<file path="config.mk">
export PLATFORM = sky130hd
export DESIGN_NAME = multi_period_meter_core_flat
export DESIGN_NICKNAME = d
export VERILOG_FILES = /design/src/mpm_pkg.sv /design/src/mpm_tick_if.sv /design/src/mpm_result_if.sv /design/src/mpm_engine.sv /design/src/multi_period_meter_core.sv /design/src/flat_wrapper.sv
export SDC_FILE = /design/constraint.sdc
export NUM_CORES = 1
export LEC_CHECK = 0
export ABC_AREA = 1
export BUFFER_PORTS_ARGS = -buffer_cell sky130_fd_sc_hd__buf_2
export CORE_MARGIN = 4
export CORE_UTILIZATION = 53
export CTS_BUF_LIST = sky130_fd_sc_hd__clkbuf_4 sky130_fd_sc_hd__clkbuf_8
export DETAILED_ROUTE_END_ITERATION = 16
export PLACE_DENSITY = 0.69
export SLEW_MARGIN = 20
export SYNTH_ARGS = -nofsm -noshare
export SYNTH_HDL_FRONTEND = slang
export SYNTH_HIERARCHICAL = 1
export SYNTH_SLANG_ARGS = --single-unit
</file>
<file path="constraint.sdc">
create_clock -name clk -period 5.6 [get_ports clk]
set_input_delay 1.12 -clock clk [delete_from_list [all_inputs] [get_ports clk]]
set_output_delay 1.12 -clock clk [all_outputs]
set_load 0.05 [all_outputs]
</file>
<file path="src/mpm_pkg.sv">
// mpm_pkg: shared types and constants for the multi-period meter
// no dependencies; imported by the result interface, the engine, the top level and the bench
package mpm_pkg;

    // field widths fixed by the register map and the result format
    localparam int PERIOD_W   = 16;
    localparam int TIMEOUT_W  = 32;
    localparam int ELAPSED_W  = 32;
    localparam int CFG_IDX_W  = 1;
    localparam int CFG_DATA_W = 32;

    // register indexes on the configuration port
    localparam logic [CFG_IDX_W-1:0] REG_PERIOD_COUNT  = 1'd0;
    localparam logic [CFG_IDX_W-1:0] REG_TIMEOUT_TICKS = 1'd1;

    // register reset values
    localparam logic [PERIOD_W-1:0]  PERIOD_COUNT_RST  = 16'd1000;
    localparam logic [TIMEOUT_W-1:0] TIMEOUT_TICKS_RST = 32'd10000000;

    // largest reportable count
    localparam logic [ELAPSED_W-1:0] ELAPSED_MAX = '1;

    // measurement phase, one-hot
    typedef enum logic [4:0] {
        PH_IDLE      = 5'b00001,
        PH_PRE_LOW   = 5'b00010,
        PH_PRE_HIGH  = 5'b00100,
        PH_MEAS_LOW  = 5'b01000,
        PH_MEAS_HIGH = 5'b10000
    } phase_t;

    // configuration handed from the register file to the engine
    typedef struct packed {
        logic [PERIOD_W-1:0]  period_count;
        logic [TIMEOUT_W-1:0] timeout_ticks;
    } mpm_cfg_t;

endpackage

</file>
<file path="src/mpm_tick_if.sv">
// mpm_tick_if: request channel carrying one timer tick (pin level, start strobe)
// depends on nothing; valid/ready handshake
interface mpm_tick_if;
    logic valid;
    logic ready;
    logic pin_level;
    logic start_req;

    modport source (output valid, output pin_level, output start_req, input ready);
    modport sink   (input valid, input pin_level, input start_req, output ready);
endinterface

</file>
<file path="src/mpm_result_if.sv">
// mpm_result_if: request channel carrying one measurement result
// depends on mpm_pkg for field widths; valid/ready handshake
interface mpm_result_if;
    import mpm_pkg::*;

    logic                 valid;
    logic                 ready;
    logic [ELAPSED_W-1:0] elapsed_ticks;
    logic                 no_signal;

    modport source (output valid, output elapsed_ticks, output no_signal, input ready);
    modport sink   (input valid, input elapsed_ticks, input no_signal, output ready);
endinterface

</file>
<file path="src/mpm_engine.sv">
// mpm_engine: input register, phase/counter state and result register
// depends on mpm_pkg
module mpm_engine #(
    parameter int COUNTER_BITS = 32
) (
    input  logic                           clk,
    input  logic                           rst_n,
    input  mpm_pkg::mpm_cfg_t              cfg,
    input  logic                           in_valid,
    output logic                           in_ready,
    input  logic                           pin_level,
    input  logic                           start_req,
    output logic                           out_valid,
    input  logic                           out_ready,
    output logic [mpm_pkg::ELAPSED_W-1:0]  elapsed_ticks,
    output logic                           no_signal
);
    import mpm_pkg::*;

    localparam int CMP_W = (COUNTER_BITS > TIMEOUT_W) ? COUNTER_BITS : TIMEOUT_W;
    localparam logic [COUNTER_BITS-1:0] CNT_MAX = '1;

    logic                    s1_valid_reg;
    logic                    s1_pin_reg;
    logic                    s1_start_reg;
    phase_t                  phase_reg, phase_next;
    logic [COUNTER_BITS-1:0] cnt_reg, cnt_next;
    logic [PERIOD_W-1:0]     seen_reg, seen_next;
    logic                    res_valid_reg;
    logic [ELAPSED_W-1:0]    res_elapsed_reg;
    logic                    res_nosig_reg;

    logic                    advance;
    logic                    proc;
    logic [COUNTER_BITS-1:0] cnt_inc;
    logic [CMP_W-1:0]        cnt_ext;
    logic [PERIOD_W-1:0]     seen_inc;
    logic                    arrived;
    logic                    timed_out;
    logic                    emit;
    logic                    emit_nosig;
    logic [ELAPSED_W-1:0]    emit_elapsed;

    // pipeline moves when the result slot is free or being taken
    assign advance  = !res_valid_reg || out_ready;
    assign in_ready = !s1_valid_reg || advance;
    assign proc     = s1_valid_reg && advance;

    // input register
    always_ff @(posedge clk or negedge rst_n)
    begin
        if (!rst_n)
        begin
            s1_valid_reg <= 1'b0;
        end
        else if (in_ready)
        begin
            s1_valid_reg <= in_valid;
        end
    end

    always_ff @(posedge clk)
    begin
        if (in_ready && in_valid)
        begin
            s1_pin_reg   <= pin_level;
            s1_start_reg <= start_req;
        end
    end

    // saturating count and wait evaluation
    assign cnt_inc  = (cnt_reg == CNT_MAX) ? cnt_reg : cnt_reg + COUNTER_BITS'(1);
    assign cnt_ext  = CMP_W'(cnt_inc);
    assign seen_inc = seen_reg + PERIOD_W'(1);
    assign timed_out = cnt_ext > CMP_W'(cfg.timeout_ticks);
    assign arrived  = (phase_reg == PH_PRE_LOW || phase_reg == PH_MEAS_LOW) ?
                      !s1_pin_reg : s1_pin_reg;

    // next state and result for the item in the input register
    always_comb
    begin
        phase_next   = phase_reg;
        cnt_next     = cnt_reg;
        seen_next    = seen_reg;
        emit         = 1'b0;
        emit_nosig   = 1'b0;
        emit_elapsed = '0;
        if (s1_start_reg)
        begin
            phase_next = PH_PRE_LOW;
            cnt_next   = '0;
            seen_next  = '0;
        end
        else if (phase_reg != PH_IDLE)
        begin
            cnt_next = cnt_inc;
            if (!arrived)
            begin
                if (timed_out)
                begin
                    phase_next = PH_IDLE;
                    emit       = 1'b1;
                    emit_nosig = 1'b1;
                end
            end
            else
            begin
                case (phase_reg)
                    PH_PRE_LOW:
                    begin
                        phase_next = PH_PRE_HIGH;
                        cnt_next   = '0;
                    end
                    PH_PRE_HIGH:
                    begin
                        phase_next = PH_MEAS_LOW;
                        cnt_next   = '0;
                    end
                    PH_MEAS_LOW:
                    begin
                        phase_next = PH_MEAS_HIGH;
                    end
                    PH_MEAS_HIGH:
                    begin
                        seen_next = seen_inc;
                        if (seen_inc == cfg.period_count)
                        begin
                            phase_next   = PH_IDLE;
                            emit         = 1'b1;
                            emit_elapsed = (cnt_ext > CMP_W'(ELAPSED_MAX)) ?
                                           ELAPSED_MAX : cnt_ext[ELAPSED_W-1:0];
                        end
                        else
                        begin
                            phase_next = PH_MEAS_LOW;
                        end
                    end
                    default:
                    begin
                        phase_next = PH_IDLE;
                    end
                endcase
            end
        end
    end

    // measurement state
    always_ff @(posedge clk or negedge rst_n)
    begin
        if (!rst_n)
        begin
            phase_reg <= PH_IDLE;
            cnt_reg   <= '0;
            seen_reg  <= '0;
        end
        else if (proc)
        begin
            phase_reg <= phase_next;
            cnt_reg   <= cnt_next;
            seen_reg  <= seen_next;
        end
    end

    // result register
    always_ff @(posedge clk or negedge rst_n)
    begin
        if (!rst_n)
        begin
            res_valid_reg <= 1'b0;
        end
        else if (advance)
        begin
            res_valid_reg <= proc && emit;
        end
    end

    always_ff @(posedge clk)
    begin
        if (proc && emit)
        begin
            res_elapsed_reg <= emit_elapsed;
            res_nosig_reg   <= emit_nosig;
        end
    end

    assign out_valid     = res_valid_reg;
    assign elapsed_ticks = res_elapsed_reg;
    assign no_signal     = res_nosig_reg;

    // a no-signal result never carries a count
    a_nosig_zero: assert property (@(posedge clk) disable iff (!rst_n)
        res_valid_reg && res_nosig_reg |-> res_elapsed_reg == '0)
        else $error("no_signal result with nonzero count");

    // a start arms the wait for low with cleared counters
    a_start_arms: assert property (@(posedge clk) disable iff (!rst_n)
        proc && s1_start_reg |=> phase_reg == PH_PRE_LOW && cnt_reg == '0 && seen_reg == '0)
        else $error("start did not arm the meter");

    // every result ends the measurement
    a_emit_idle: assert property (@(posedge clk) disable iff (!rst_n)
        proc && emit |=> phase_reg == PH_IDLE && res_valid_reg)
        else $error("result without return to idle");

    // an idle meter without start produces nothing
    a_idle_quiet: assert property (@(posedge clk) disable iff (!rst_n)
        proc && !s1_start_reg && phase_reg == PH_IDLE |-> !emit && phase_next == PH_IDLE)
        else $error("idle meter produced a result");

endmodule

</file>
<file path="src/multi_period_meter_core.sv">
// multi_period_meter_core: top level, configuration registers and channel hookup
// depends on mpm_pkg, mpm_tick_if, mpm_result_if and mpm_engine
//
// usage:
//   tick_ch carries one request per timer tick: the sampled pin level and a
//   start strobe. start_req arms a measurement (restarting one in progress);
//   the meter waits for the pin to go low, then high, then counts ticks over
//   period_count low-then-high periods and reports the count on result_ch.
//   A wait that runs past timeout_ticks reports no_signal with a zero count.
//   cfg_we/cfg_index/cfg_wdata write period_count (index 0) and
//   timeout_ticks (index 1); write only while no measurement is running.
// timing:
//   one tick accepted every cycle while result_ch is not stalled; a result
//   passes the input register, then the result register, after its tick is accepted.
// reset:
//   the meter goes idle, counters clear, registers return to 1000 periods
//   and a 10000000-tick timeout; no start is pending.
// stall:
//   while a result waits on result_ch.ready, the input register holds one
//   more tick and tick_ch.ready drops once that register is also full.
module multi_period_meter_core #(
    parameter int COUNTER_BITS = 32
) (
    input  logic                            clk,
    input  logic                            rst_n,
    mpm_tick_if.sink                        tick_ch,
    mpm_result_if.source                    result_ch,
    input  logic                            cfg_we,
    input  logic [mpm_pkg::CFG_IDX_W-1:0]   cfg_index,
    input  logic [mpm_pkg::CFG_DATA_W-1:0]  cfg_wdata
);
    import mpm_pkg::*;

    mpm_cfg_t cfg_reg;

    // configuration registers
    always_ff @(posedge clk or negedge rst_n)
    begin
        if (!rst_n)
        begin
            cfg_reg.period_count  <= PERIOD_COUNT_RST;
            cfg_reg.timeout_ticks <= TIMEOUT_TICKS_RST;
        end
        else if (cfg_we)
        begin
            case (cfg_index)
                REG_PERIOD_COUNT:  cfg_reg.period_count  <= cfg_wdata[PERIOD_W-1:0];
                REG_TIMEOUT_TICKS: cfg_reg.timeout_ticks <= cfg_wdata[TIMEOUT_W-1:0];
                default:           cfg_reg <= cfg_reg;
            endcase
        end
    end

    // measurement engine
    mpm_engine #(
        .COUNTER_BITS (COUNTER_BITS)
    ) u_engine (
        .clk           (clk),
        .rst_n         (rst_n),
        .cfg           (cfg_reg),
        .in_valid      (tick_ch.valid),
        .in_ready      (tick_ch.ready),
        .pin_level     (tick_ch.pin_level),
        .start_req     (tick_ch.start_req),
        .out_valid     (result_ch.valid),
        .out_ready     (result_ch.ready),
        .elapsed_ticks (result_ch.elapsed_ticks),
        .no_signal     (result_ch.no_signal)
    );

endmodule

</file>
<file path="src/flat_wrapper.sv">
// flat-port wrapper written by rule: the top's interface ports become plain ports
module multi_period_meter_core_flat import mpm_pkg::*;
#(
    parameter int COUNTER_BITS = 32
)
  (clk, rst_n, cfg_we, cfg_index, cfg_wdata, tick_ch_valid, tick_ch_pin_level, tick_ch_start_req, tick_ch_ready, result_ch_valid, result_ch_elapsed_ticks, result_ch_no_signal, result_ch_ready);
  mpm_tick_if tick_ch_i ();
  mpm_result_if result_ch_i ();
  input  logic clk;
  input  logic rst_n;
  input  logic cfg_we;
  input  logic [mpm_pkg::CFG_IDX_W-1:0] cfg_index;
  input  logic [mpm_pkg::CFG_DATA_W-1:0] cfg_wdata;
  input wire logic [$bits(tick_ch_i.valid)-1:0] tick_ch_valid;
  input wire logic [$bits(tick_ch_i.pin_level)-1:0] tick_ch_pin_level;
  input wire logic [$bits(tick_ch_i.start_req)-1:0] tick_ch_start_req;
  output wire logic [$bits(tick_ch_i.ready)-1:0] tick_ch_ready;
  output wire logic [$bits(result_ch_i.valid)-1:0] result_ch_valid;
  output wire logic [$bits(result_ch_i.elapsed_ticks)-1:0] result_ch_elapsed_ticks;
  output wire logic [$bits(result_ch_i.no_signal)-1:0] result_ch_no_signal;
  input wire logic [$bits(result_ch_i.ready)-1:0] result_ch_ready;
  assign tick_ch_i.valid = tick_ch_valid;
  assign tick_ch_i.pin_level = tick_ch_pin_level;
  assign tick_ch_i.start_req = tick_ch_start_req;
  assign tick_ch_ready = tick_ch_i.ready;
  assign result_ch_valid = result_ch_i.valid;
  assign result_ch_elapsed_ticks = result_ch_i.elapsed_ticks;
  assign result_ch_no_signal = result_ch_i.no_signal;
  assign result_ch_i.ready = result_ch_ready;
  multi_period_meter_core #(.COUNTER_BITS(COUNTER_BITS)) u_core (.clk(clk), .rst_n(rst_n), .tick_ch(tick_ch_i), .result_ch(result_ch_i), .cfg_we(cfg_we), .cfg_index(cfg_index), .cfg_wdata(cfg_wdata));
endmodule
</file>
==> impl_summary.txt, run 1 <==
----------------------------------------------------
[Run status]
  Outcome ... finished clean

[Worst hold path]
  Hold wc startpoint ... u_core/cfg_reg[7]
  Hold Path Stages ... 2
  Worst Hold Class ... flop to flop
  Terminating pin of the worst hold path ... u_core/cfg_reg[7]

[Power]
  Worst IR drop on VDD ... between 0.2 and 0.25 mV
  Internal Pwr Total ... about 1.7 mW
  Sw frac ... between 30% and 40%
  Power Dens Cells ... ~280 nW/µm²
  Share of total power in combinational logic ... 20.4%
  Sequential Power Share ... 46.4%
  Clock share of power ... between 30% and 40%
  Standby leakage power ... approximately 4.7 nW
  Net switching component of the power ... between 0.8 and 0.9 mW

[Clocking]
  Level count of the clock H-tree ... 4
  Clock latency on the worst-skew pair ... ~460 ps
  Maximum number of buffers from clock root to sink ... 2
  Number of gates resized after cts ... 0
  Root buffer cell ... sky130_fd_sc_hd__clkbuf_8
  Clock sink total ... 138
  Number of hold buffers added after cts ... 0
  Clk slew on worst S/H paths ... approximately 80 ps
  Post-CTS setup buffer count ... 0
  TritonCTS buffer count ... 17
  Clock tree from TritonCTS ... yes

[Worst setup path]
  Worst reg2reg path depth ... 21
  Cell Chain, Critical Path ... ha_1, nand3_1, nor2_1, nand3_1, nor2_1, nand2_1, clkinv_1, nor2_1, inv_1, ha_1, nand2_1, nor2_1, nand2_1, nor4b_1, nand2_1, nand2_1, nand3_1, nand2_1, nand2_1, inv_1, buf_4
  FF-to-FF Start ... u_core/u_engine/cnt_reg[0]
  Start point of the critical path ... u_core/u_engine/cnt_reg[0]
  Reg2reg end ... u_core/u_engine/elapsed_ticks[14]
  Buf+Inv Stages, Crit Path ... 4
  Slowest stage cell, crit path ... sky130_fd_sc_hd__dfrtp_1
  Biggest cell delay along the critical path ... around 440 ps
  Endpoint arrival time on the critical path ... ~4500 ps
  Highest fanout seen on the critical path ... 32
  Slack of the worst reg-to-reg path ... between 1000 and 1500 ps
  CP required ... ~5700 ps
  Most repeated library cell on the critical path ... sky130_fd_sc_hd__nand2_1
  Crit end category ... flop
  Top cell family by delay on the critical path ... simple AND/OR/NAND/NOR gates
  Critical path type ... flop to flop
  Nature of the critical path startpoint ... flop

[Cells and area]
  Layout cell share with drive strength beyond 1 ... around 14%
  Antenna cell count ... 0
  Max FFs per register ... 48
  NumNets Final ... 1216
  FILL cells ... around 1400
  Synthesis-to-finish area growth ... 11.0%

[STA]
  Max transition margin ... 32.7%
  Crit path setup slack, layout ... roughly 1200 ps
  Unrepaired setup endpoints after global routing ... false
  Worst slack on hold paths ... about 470 ps
  Slew @ Worst Pin ... 1010 ps
  Count of final setup violators ... 0
  Final hold violation count ... 0
  Min Tclk post-route ... ~4400 ps
  Portion of the clock cycle consumed by the worst path in the final layout ... between 70% and 80%
  Max-slew violation count ... 0
  Final worst clock skew ... 14.5 ps
  Maximum clock frequency ... about 0.23 GHz
  Total negative slack ... 0 ps

[Synth]
  Per-instance average area after synthesis ... about 7.7 µm²
  Xor and xnor fraction of the mapped netlist area ... under 10%
  Fraction of the mapped netlist area in adder cells ... 5.15%
  Synth Instances ... approximately 1100
  Number of warning messages in the yosys log ... 6
  Post-Syn Area ... 8260 µm²
  Fraction of synthesized area in multiplexers ... 0%
  Proportion of synthesized chip area in sequential cells ... between 40 and 50%
  Fraction of the mapped netlist area in simple logic gates ... a little under a third
  Largest family of logic cells by synthesized area ... simple AND/OR/NAND/NOR gates
  Cell variety after synth ... 39
  Number of flops mapped to enable cells by yosys ... 35
  Compound-Gate Fraction of Synth Area ... between 6 and 7%
  Net count after synthesis ... between 1000 and 1500
  Main flop type after synthesis ... sky130_fd_sc_hd__dfrtp_1
  Yosys reg bits ... about 140
  Async S/R FF share, synth ... between 70% and 80%

[Global routing]
  Maximum number of pins on one net before global-route repair ... between 70 and 80
  Overall fraction of global-route tracks in use ... between 20% and 30%
  Via count of the first global-routing pass ... roughly 6900
  Number of antenna violations at the first check in global routing ... 0
  Wire length of the first global-routing pass ... around 34000 µm
  Met1 track demand over resource in global routing ... approximately 32%
  Final global-route overflow total ... 0
  Met3 track demand over resource ... 4.56%
  Global routing met2 resource utilization ... roughly two fifths
  Most heavily used metal layer in global routing ... met2

[Drt]
  Number of violations reported at the end of detailed-routing iteration 0 ... between 500 and 600
  Avg WL per Cell ... 15.3 µm
  Count of vias placed by the detailed router ... ~7200
  Total Wirelength ... 20900 µm
  Via-to-Cell Ratio ... around 5.3
  First drt pass iteration count ... 7
  Antenna viol nets, final ... 0
  Final routed DRC violation total ... 0

[Place]
  Number of port buffers ... 74
  Half-perimeter wire length of the detailed placement result ... 15300 µm
  Pre-CTS WS ... between 1000 and 1500 ps
  Final weighted congestion in routability-driven placement ... roughly 1.0

[Floorplan]
  Row cnt ... 45
  I/O pin total ... 75
  Width of the chip ... ~130 µm
  Starting utilization of the core area ... a little over half
  Die Area ... around 18000 µm²
  Overall die height ... ~130 µm
  Core outline area ... between 15000 and 20000 µm²

[Job]
  MaxCap Viol Count ... 0

----------------------------------------------------
==> logic make-up (layout without fill, tap and decap cells) <==
family	count (synthesis)	in the layout
flops	138	138
fa+ha+maj	34	34
simple gates	569	569
buf+inv	212	295
xor+xnor	20	20
compound gates	99	99
==> layer usage <==
metal  wire (µm)  vias to the layer above
li1            -                     3607
met1        9380                     3344
met2        9690                      230
met3        1100                       49
met4         750                        0
met5           0                        -
==> cell usage in the layout (no fill, tap or decap), drive strengths merged, types with 15 or more instances in the layout <==
master and instances:
a21oi 27, o21ai 29, dfstp 15, nor2 73
dfrtp 88, clkbuf 17, o22ai 35, nand2 309
nand3 103, xor2 19, inv 187, buf 79
nand4 24, edfxtp 35, nor3 50, ha 34
==> power groups by stage <==
stage          logic [mW]  clock network (mW)  registers, mW
2_1_floorplan       0.385                   0           1.19
3_3_place_gp        0.508                   0           1.20
3_5_place_dp        0.517                   0           1.20
4_1_cts             0.519               0.868           1.18
5_1_grt             0.592               0.913           1.20
6_report            0.519               0.847           1.19
==> final cells by class <==
cell class                 count  area, µm²  share of cell area [%]
inverter                     184        691                    7.53
clock inverter                15        173                    1.88
sequential                   138       3650                    39.8
timing repair buffer          79        410                    4.47
tap                          211        264                    2.88
multi-input combinational    722       3750                    40.9
clock buffer                  17        234                    2.55
==> metrics by stage <==
step	total power, mW	instance area [µm²]	instances	utilization [%]
global placement	1.71	8770	1334	57.5
finish	2.55	9170	1366	60.1
floorplan	1.57	8260	1072	-
global route	2.70	9170	1366	60.1
CTS	2.57	9170	1366	60.1
detailed placement	1.72	8770	1334	57.5
==> worst max path at each step <==
| stage | to | slack, ps | depth (start not counted) |
|---|---|---|---|
| after global routing | u_core/u_engine/elapsed_ticks[5] | 660 | 21 |
| final | u_core/u_engine/elapsed_ticks[14] | 1190 | 21 |
| after floorplan | u_core/u_engine/elapsed_ticks[0] | 1640 | 22 |
| after detailed placement | u_core/u_engine/elapsed_ticks[1] | 1240 | 21 |
| after CTS | u_core/u_engine/elapsed_ticks[14] | 1210 | 21 |
| after global placement | u_core/u_engine/elapsed_ticks[1] | 1310 | 21 |
==> synth_stat cells (7+ instances only) <==
cell | n | share of area, %
sky130_fd_sc_hd__o21ai_0 | 27 | 1.6
sky130_fd_sc_hd__nand4_1 | 23 | 1.7
sky130_fd_sc_hd__dfrtp_1 | 88 | 27
sky130_fd_sc_hd__nor3_1 | 31 | 1.9
sky130_fd_sc_hd__a21oi_1 | 27 | 1.6
sky130_fd_sc_hd__buf_2 | 7 | 0.42
sky130_fd_sc_hd__nor2_1 | 66 | 3.0
sky130_fd_sc_hd__nand3_1 | 103 | 6.2
sky130_fd_sc_hd__o22ai_1 | 35 | 2.6
sky130_fd_sc_hd__ha_1 | 34 | 5.1
sky130_fd_sc_hd__nor3_2 | 17 | 2.1
sky130_fd_sc_hd__dfstp_2 | 15 | 4.8
sky130_fd_sc_hd__edfxtp_1 | 35 | 13
sky130_fd_sc_hd__xor2_1 | 19 | 2.0
sky130_fd_sc_hd__inv_1 | 180 | 8.2
sky130_fd_sc_hd__nand2_1 | 304 | 14
sky130_fd_sc_hd__clkbuf_1 | 11 | 0.50
==> worst min-delay path, stage by stage, from the launching register on <==
cell and delay (ps):
sky130_fd_sc_hd__dfstp_2 370, sky130_fd_sc_hd__nand2_1 50, sky130_fd_sc_hd__nand2_1 40
(Power assumes the default switching activity.)
==> run 2, diff against run 1 <==
Settings changed: ABC_AREA 1 to 0, PLACE_DENSITY 0.69 to 0.72.
Clock period 5.6 ns to 4 ns, I/O delays scaled along.
==> run 2 against run 1 <==
The run now ends with negative setup slack left. Largest cell class unchanged. Power is 39% higher. Combinational power is 42% higher. Clock skew is 1.6 ps lower. Critical path type unchanged. Synthesized area is 5.3% lower. Critical path depth is 3 lower. Sequential power is 44% higher. Highest routed layer unchanged. First-iteration DRC count is 12% lower. Hold slack worse by 52 ps. Cell count is 18% lower.
==> impl_summary.txt, run 2 <==
----------------------------------------------------
[Synth]
  Proportion of synthesized chip area in sequential cells ... 46.6% (+2.5 points)
  Largest cells by area after synthesis ... sky130_fd_sc_hd__dfrtp_1 (28%), sky130_fd_sc_hd__edfxtp_1 (13%), sky130_fd_sc_hd__ha_1 (5.4%), sky130_fd_sc_hd__mux2_2 (5.2%), sky130_fd_sc_hd__dfstp_2 (5.0%)
  Yosys top cell by area ... sky130_fd_sc_hd__dfrtp_1
  Main flop type after synthesis ... sky130_fd_sc_hd__dfrtp_1
  Number of flops mapped to enable cells by yosys ... 35 (unchanged)
  Most frequent cells after synthesis ... sky130_fd_sc_hd__dfrtp_1 (88), sky130_fd_sc_hd__nand2_1 (77), sky130_fd_sc_hd__o21ai_0 (57)
  Async S/R FF share, synth ... 74.6% (unchanged)
  Post-Syn Area ... 7830 µm² (-5.3%)
  Yosys reg bits ... 138 (unchanged)
  Per-instance average area after synthesis ... 10.2 µm² (+32%)
  Synth Instances ... 771 (-28%)
  Most used standard cell by instance count after synthesis ... sky130_fd_sc_hd__dfrtp_1
  Number of warning messages in the yosys log ... 6 (unchanged)
  Net count after synthesis ... 845 (-26%)
  Cell variety after synth ... 65 (+67%)
  Synth top area share ... 28.1% (+1.5 points)

[Cells and area]
  Antenna cell count ... 0 (unchanged)
  Synthesis-to-finish area growth ... 23.1%
  Layout cell share with drive strength beyond 1 ... 33.7% (+19 points)
  Most used cells in the layout excluding fill and tap cells ... sky130_fd_sc_hd__dfrtp_1 (86), sky130_fd_sc_hd__nand2_1 (75), sky130_fd_sc_hd__buf_2 (73), sky130_fd_sc_hd__buf_4 (73), sky130_fd_sc_hd__o21ai_0 (54)
  Count of placed standard cells in the final layout, fillers left out ... 1114 (-18%)
  Most common cell after layout, fill and taps aside ... sky130_fd_sc_hd__dfrtp_1
  Max FFs per register ... 48 (unchanged)
  FILL cells ... 1107 (-21%)
  Design area ... 9640 µm² (+5.0%)
  Finished Core Util ... 66.5% (+6.4 points)
  NumNets Final ... 991 (-19%)

[Drt]
  Total Wirelength ... 20000 µm (-4.5%)
  First drt pass iteration count ... 5 (-2)
  Final routed DRC violation total ... 0 (unchanged)
  Number of violations reported at the end of detailed-routing iteration 0 ... 506 (-12%)
  Count of vias placed by the detailed router ... 6362 (-12%)
  Avg WL per Cell ... 17.9 µm (+17%)
  Antenna viol nets, final ... 0 (unchanged)
  Via-to-Cell Ratio ... 5.71 (+7.9%)

[Clocking]
  Clock sink total ... 138 (unchanged)
  Level count of the clock H-tree ... 4 (unchanged)
  Number of hold buffers added after cts ... 0 (unchanged)
  Maximum number of buffers from clock root to sink ... 2 (unchanged)
  Clock tree from TritonCTS ... yes
  Clock latency on the worst-skew pair ... 450 ps (about the same)
  Clk slew on worst S/H paths ... 80 ps (about the same)
  TritonCTS buffer count ... 17 (unchanged)
  Root buffer cell ... sky130_fd_sc_hd__clkbuf_8

[Worst setup path]
  CP required ... 4170 ps (-1540 ps)
  Slowest stage cell, crit path ... sky130_fd_sc_hd__nor4_4
  Endpoint arrival time on the critical path ... 4220 ps (-290 ps)
  Reg2reg end ... u_core/u_engine/elapsed_ticks[3]
  Crit end category ... flop
  Slack of the worst reg-to-reg path ... -50 ps (-1240 ps)
  Worst reg2reg path depth ... 18 (-14%)
  Critical path type ... flop to flop
  Most repeated library cell on the critical path ... sky130_fd_sc_hd__nand4_1
  Biggest cell delay along the critical path ... 390 ps (-50 ps)
  Top cell family by delay on the critical path ... simple AND/OR/NAND/NOR gates
  Buf+Inv Stages, Crit Path ... 3 (-1)
  Cell Chain, Critical Path ... nand4_1, nor4_4, nand4b_4, and2_4, nand4_1, xor2_1, inv_1, ha_4, nand4_1, nor4_2, o21ai_1, a31oi_2, o21ai_2, or2_4, a21boi_4, nor2_4, buf_12, clkbuf_16
  Nature of the critical path startpoint ... flop
  Highest fanout seen on the critical path ... 7 (-78%)
  FF-to-FF Start ... u_core/u_engine/cnt_reg[14]

[Place]
  Half-perimeter wire length of the detailed placement result ... 14100 µm (-8.4%)
  Final weighted congestion in routability-driven placement ... 0.954 (-6.8%)
  Number of port buffers ... 74 (unchanged)
  Placed Area ... 8890 µm² (+1.4%)
  Count of placed standard cells including taps ... 1069 (-20%)

[Floorplan]
  Core outline area ... 14500 µm² (-5.1%)
  Overall die height ... 130 µm (-2.5%)
  Width of the chip ... 130 µm (-2.5%)
  I/O pin total ... 75 (unchanged)
  Starting utilization of the core area ... 54.1% (-0.10 points)
  Die Area ... 16800 µm² (-5.0%)
  Row cnt ... 44 (-2.2%)

[STA]
  Final hold violation count ... 0 (unchanged)
  Max-slew violation count ... 0 (unchanged)
  Max transition margin ... 21.9% (-11 points)
  Worst slack on hold paths ... 413 ps (-52.2 ps)
  Count of final setup violators ... 26 (+26)
  Min Tclk post-route ... 4050 ps (-358 ps)
  Maximum clock frequency ... 0.247 GHz (+8.8%)
  Slew @ Worst Pin ... 1170 ps (+164 ps)
  Crit path setup slack, layout ... -50.2 ps (-1240 ps)
  Unrepaired setup endpoints after global routing ... true
  Portion of the clock cycle consumed by the worst path in the final layout ... 101% (+23 points)
  Final worst clock skew ... 12.9 ps (-1.59 ps)
  Total negative slack ... -781 ps (-781 ps)

[Job]
  MaxCap Viol Count ... 0 (unchanged)

[Power]
  Standby leakage power ... 4.19 nW (-10%)
  Power Dens Cells ... 368 nW/µm² (+32%)
  Worst IR drop on VDD ... 0.279 mV (+33%)

[Run status]
  Violations in the final reports ... negative setup slack
  Outcome ... finished, violations left

[Global routing]
  Number of antenna violations at the first check in global routing ... 0 (unchanged)
  Maximum number of pins on one net before global-route repair ... 56 (-24%)
  Via count of the first global-routing pass ... 6225 (-9.5%)
  Overall fraction of global-route tracks in use ... 23.7% (-0.47 points)
  Wire length of the first global-routing pass ... 31100 µm (-8.4%)
  Final global-route overflow total ... 0 (unchanged)

[Worst hold path]
  Worst Hold Class ... primary input to asynchronous set/reset pin

----------------------------------------------------
## run 2: cell families after synthesis
group | after synthesis | synth area share (%)
flops | 138 | 46.6
buf+inv | 82 | 4.70
mux | 51 | 7.77
compound gates | 142 | 10.9
fa+ha+maj | 34 | 5.44
simple gates | 274 | 19.0
xor+xnor | 50 | 5.60
## run 2: repair_timing
item,in CTS,in global routing
endpoints found under the setup margin,33,35
gates resized for setup,7,31
pin swaps,0,20
gates cloned,0,3
hold endpoints to repair,0,0
buffers inserted,0,10
## run 2: metal layers
metal | vias to the layer above | track usage [%] | routed length [µm] | part of all wire (%)
met5 | - | 0 | 0 | 0
met4 | 0 | 9.23 | 578 | 2.9
met3 | 40 | 5.89 | 984 | 4.9
met2 | 188 | 38.3 | 9460 | 47
met1 | 3108 | 31.1 | 8950 | 45
li1 | 3026 | - | - | -
## run 2: how the worst max path moves through the flow
stage | slack [ps] | start | end | cells past startpoint
after floorplan | -110 | u_core/u_engine/cnt_reg[14] | u_core/u_engine/elapsed_ticks[0] | 16
after CTS | 20 | u_core/u_engine/cnt_reg[31] | u_core/u_engine/elapsed_ticks[14] | 17
after global placement | -70 | u_core/u_engine/cnt_reg[4] | u_core/u_engine/elapsed_ticks[31] | 17
after detailed placement | -100 | u_core/u_engine/cnt_reg[4] | u_core/u_engine/elapsed_ticks[29] | 17
final | -50 | u_core/u_engine/cnt_reg[14] | u_core/u_engine/elapsed_ticks[3] | 18
after global routing | -240 | u_core/u_engine/cnt_reg[14] | u_core/u_engine/elapsed_ticks[3] | 18
## run 2: stage by stage
step	worst slack (ps)	power, mW
6_report	-50.2	3.55
3_5_place_dp	-97.0	2.44
4_1_cts	17.1	3.55
3_3_place_gp	-69.5	2.40
5_1_grt	-244	3.74
2_1_floorplan	-107	2.21
## run 2: area by class of cell
cell class	instances	area, µm²	share of cell area [%]
Multi-Input combinational cell	551	4090	42.5
Sequential cell	138	3650	37.9
Timing Repair Buffer	156	1080	11.2
Clock buffer	19	255	2.65
Tap cell	184	230	2.39
Inverter	53	199	2.06
Clock inverter	13	128	1.32
## run 2: power breakdown
part           leakage [nW]  switching (mW)  internal [mW]
clock                 0.200           0.533          0.570
sequential             1.54           0.134           1.58
combinational          2.45           0.420          0.316
==> run 3, diff against run 2 <==
Settings changed: PLACE_DENSITY 0.72 to 0.7.
Clock period 4 ns to 4.15 ns, I/O delays scaled along.
==> run 3 against run 2 <==
Non-clock buffer count down 8. Combinational power shrank 6.9%. Largest cell class unchanged. Cell count is 0.72% lower. First-iteration DRC count is 16% higher. Register-to-register slack better by 60 ps. The flow now finishes without violations. Design area is 1.2% lower.
==> impl_summary.txt, run 3 (same netlist as run 2, synthesis figures left out) <==
----------------------------------------------------
[Run status]
  Outcome ... finished clean

[Clocking]
  TritonCTS buffer count ... 17 (unchanged)
  Root buffer cell ... sky130_fd_sc_hd__clkbuf_8
  Clock tree from TritonCTS ... yes
  Level count of the clock H-tree ... 4 (unchanged)
  Clk slew on worst S/H paths ... 80 ps (about the same)
  Clock latency on the worst-skew pair ... 460 ps (about the same)
  Maximum number of buffers from clock root to sink ... 2 (unchanged)
  Clock sink total ... 138 (unchanged)

[Power]
  Standby leakage power ... 4.14 nW (-1.3%)
  Power Dens Cells ... 360 nW/µm² (-2.2%)
  Worst IR drop on VDD ... 0.223 mV (-20%)
  Overall power after layout ... 3.43 mW (-3.3%)

[Drt]
  Final routed DRC violation total ... 0 (unchanged)
  Total Wirelength ... 19600 µm (-1.8%)
  First drt pass iteration count ... 5 (unchanged)
  Avg WL per Cell ... 17.7 µm (-1.0%)
  Antenna viol nets, final ... 0 (unchanged)
  Number of violations reported at the end of detailed-routing iteration 0 ... 585 (+16%)
  Via-to-Cell Ratio ... 5.71 (about the same)
  Count of vias placed by the detailed router ... 6319 (-0.68%)

[Floorplan]
  Width of the chip ... 130 µm (unchanged)
  Overall die height ... 130 µm (unchanged)
  Core outline area ... 14500 µm² (unchanged)
  Row cnt ... 44 (unchanged)
  Starting utilization of the core area ... 54.1% (unchanged)
  I/O pin total ... 75 (unchanged)
  Die Area ... 16800 µm² (unchanged)

[Global routing]
  Maximum number of pins on one net before global-route repair ... 62 (+11%)
  Wire length of the first global-routing pass ... 30000 µm (-3.6%)
  Final global-route overflow total ... 0 (unchanged)
  Overall fraction of global-route tracks in use ... 22.9% (-0.81 points)
  Via count of the first global-routing pass ... 5980 (-3.9%)
  Number of antenna violations at the first check in global routing ... 0 (unchanged)

[STA]
  Maximum clock frequency ... 0.241 GHz (-2.2%)
  Worst slack on hold paths ... 448 ps (+35.2 ps)
  Final hold violation count ... 0 (unchanged)
  Slew @ Worst Pin ... 1060 ps (-107 ps)
  Portion of the clock cycle consumed by the worst path in the final layout ... 99.8% (-1.5 points)
  Final worst clock skew ... 16.1 ps (+3.23 ps)
  Max transition margin ... 29.0% (+7.1 points)
  Max-slew violation count ... 0 (unchanged)
  Total negative slack ... 0 ps (+781 ps)
  Min Tclk post-route ... 4140 ps (+91.3 ps)
  Count of final setup violators ... 0 (-100%)
  Unrepaired setup endpoints after global routing ... true

[Worst setup path]
  Critical path type ... flop to flop
  Highest fanout seen on the critical path ... 6 (-1)
  CP required ... 4330 ps (+160 ps)
  Crit end category ... flop
  Endpoint arrival time on the critical path ... 4320 ps (+100 ps)
  Worst reg2reg path depth ... 19 (+1)
  Nature of the critical path startpoint ... flop

[Cells and area]
  Antenna cell count ... 0 (unchanged)
  Layout cell share with drive strength beyond 1 ... 33.0% (-0.68 points)
  Most common cell after layout, fill and taps aside ... sky130_fd_sc_hd__dfrtp_1
  Most used cells in the layout excluding fill and tap cells ... sky130_fd_sc_hd__dfrtp_1 (86), sky130_fd_sc_hd__nand2_1 (76), sky130_fd_sc_hd__buf_2 (73)
  Max FFs per register ... 48 (unchanged)
  FILL cells ... 1114 (+0.63%)
  Count of placed standard cells in the final layout, fillers left out ... 1106 (-0.72%)
  Synthesis-to-finish area growth ... 21.7%
  NumNets Final ... 983 (-0.81%)

[Place]
  Number of port buffers ... 74 (unchanged)
  Half-perimeter wire length of the detailed placement result ... 13600 µm (-2.9%)
  Final weighted congestion in routability-driven placement ... 0.933 (-2.3%)
  Count of placed standard cells including taps ... 1046 (-2.2%)

[Job]
  MaxCap Viol Count ... 0 (unchanged)

[Worst hold path]
  Worst Hold Class ... primary input to asynchronous set/reset pin

----------------------------------------------------
[run 3: final timing paths]
path                                       startpoint  slack, ps                                to
setup / recovery           u_core/u_engine/cnt_reg[0]          9  u_core/u_engine/elapsed_ticks[9]
hold / removal                                  rst_n        450      u_core/u_engine/seen_reg[13]
setup reg to reg           u_core/u_engine/cnt_reg[0]          9  u_core/u_engine/elapsed_ticks[9]
hold reg to reg                    u_core/cfg_reg[28]        500                u_core/cfg_reg[28]
max in group asynchronous                       rst_n       2850                 u_core/cfg_reg[7]
min in group clk                   u_core/cfg_reg[28]        500                u_core/cfg_reg[28]
[run 3: cell type report]
cell class                 count  area, µm²  share of cell area (%)
sequential                   138       3650                    38.3
multi-input combinational    551       4060                    42.6
clock inverter                14        148                    1.55
clock buffer                  18        241                    2.54
inverter                      53        199                    2.09
tap                          184        230                    2.42
timing repair buffer         148        996                    10.5
[run 3: through the flow]
step | worst slack, ps | instance area [µm²] | utilization [%]
floorplan | 43.0 | 7910 | -
global placement | 65.9 | 8710 | 60.1
detailed placement | -17.4 | 8720 | 60.2
CTS | 6.37 | 9150 | 63.2
global route | -154 | 9520 | 65.8
finish | 8.50 | 9520 | 65.8
[run 3: routing by layer]
layer  share of wire (%)  global-route usage, %
met1                  44                   30.3
met2                  48                   36.9
met3                 6.0                   6.47
met4                 1.7                   7.15
met5                   0                      0
[run 3: critical path: stages (launching register included)]
cell                        delay [ps]
sky130_fd_sc_hd__dfrtp_1           440
sky130_fd_sc_hd__ha_4              200
sky130_fd_sc_hd__inv_1              70
sky130_fd_sc_hd__nor4_4            290
sky130_fd_sc_hd__nand4b_4          170
sky130_fd_sc_hd__and2_4            200
sky130_fd_sc_hd__nand4_1           110
sky130_fd_sc_hd__xor2_2            190
sky130_fd_sc_hd__inv_2              60
sky130_fd_sc_hd__ha_4              270
sky130_fd_sc_hd__nand4_1           190
sky130_fd_sc_hd__nor4_2            380
sky130_fd_sc_hd__o21ai_1           150
sky130_fd_sc_hd__a31oi_2           230
sky130_fd_sc_hd__o21ai_2           100
sky130_fd_sc_hd__or2_4             240
sky130_fd_sc_hd__a21boi_4          150
sky130_fd_sc_hd__nor2_4            120
sky130_fd_sc_hd__buf_12            150
sky130_fd_sc_hd__clkbuf_16         160
[run 3: power breakdown]
part	internal (mW)	total, mW	switching [mW]	leakage (nW)
clock network	0.543	1.09	0.546	0.197
logic	0.301	0.685	0.384	2.40
registers	1.52	1.66	0.138	1.54
total	2.36	3.43	1.07	4.14
[run 3: timing repair]
| action | 4_1_cts | 5_1_grt |
|---|---|---|
| gates resized for setup | 4 | 28 |
| pin swaps | 3 | 22 |
| endpoints found under the setup margin | 33 | 34 |
| cloned | 0 | 3 |
| hold buffers | 0 | 0 |
| setup buffers | 2 | 23 |
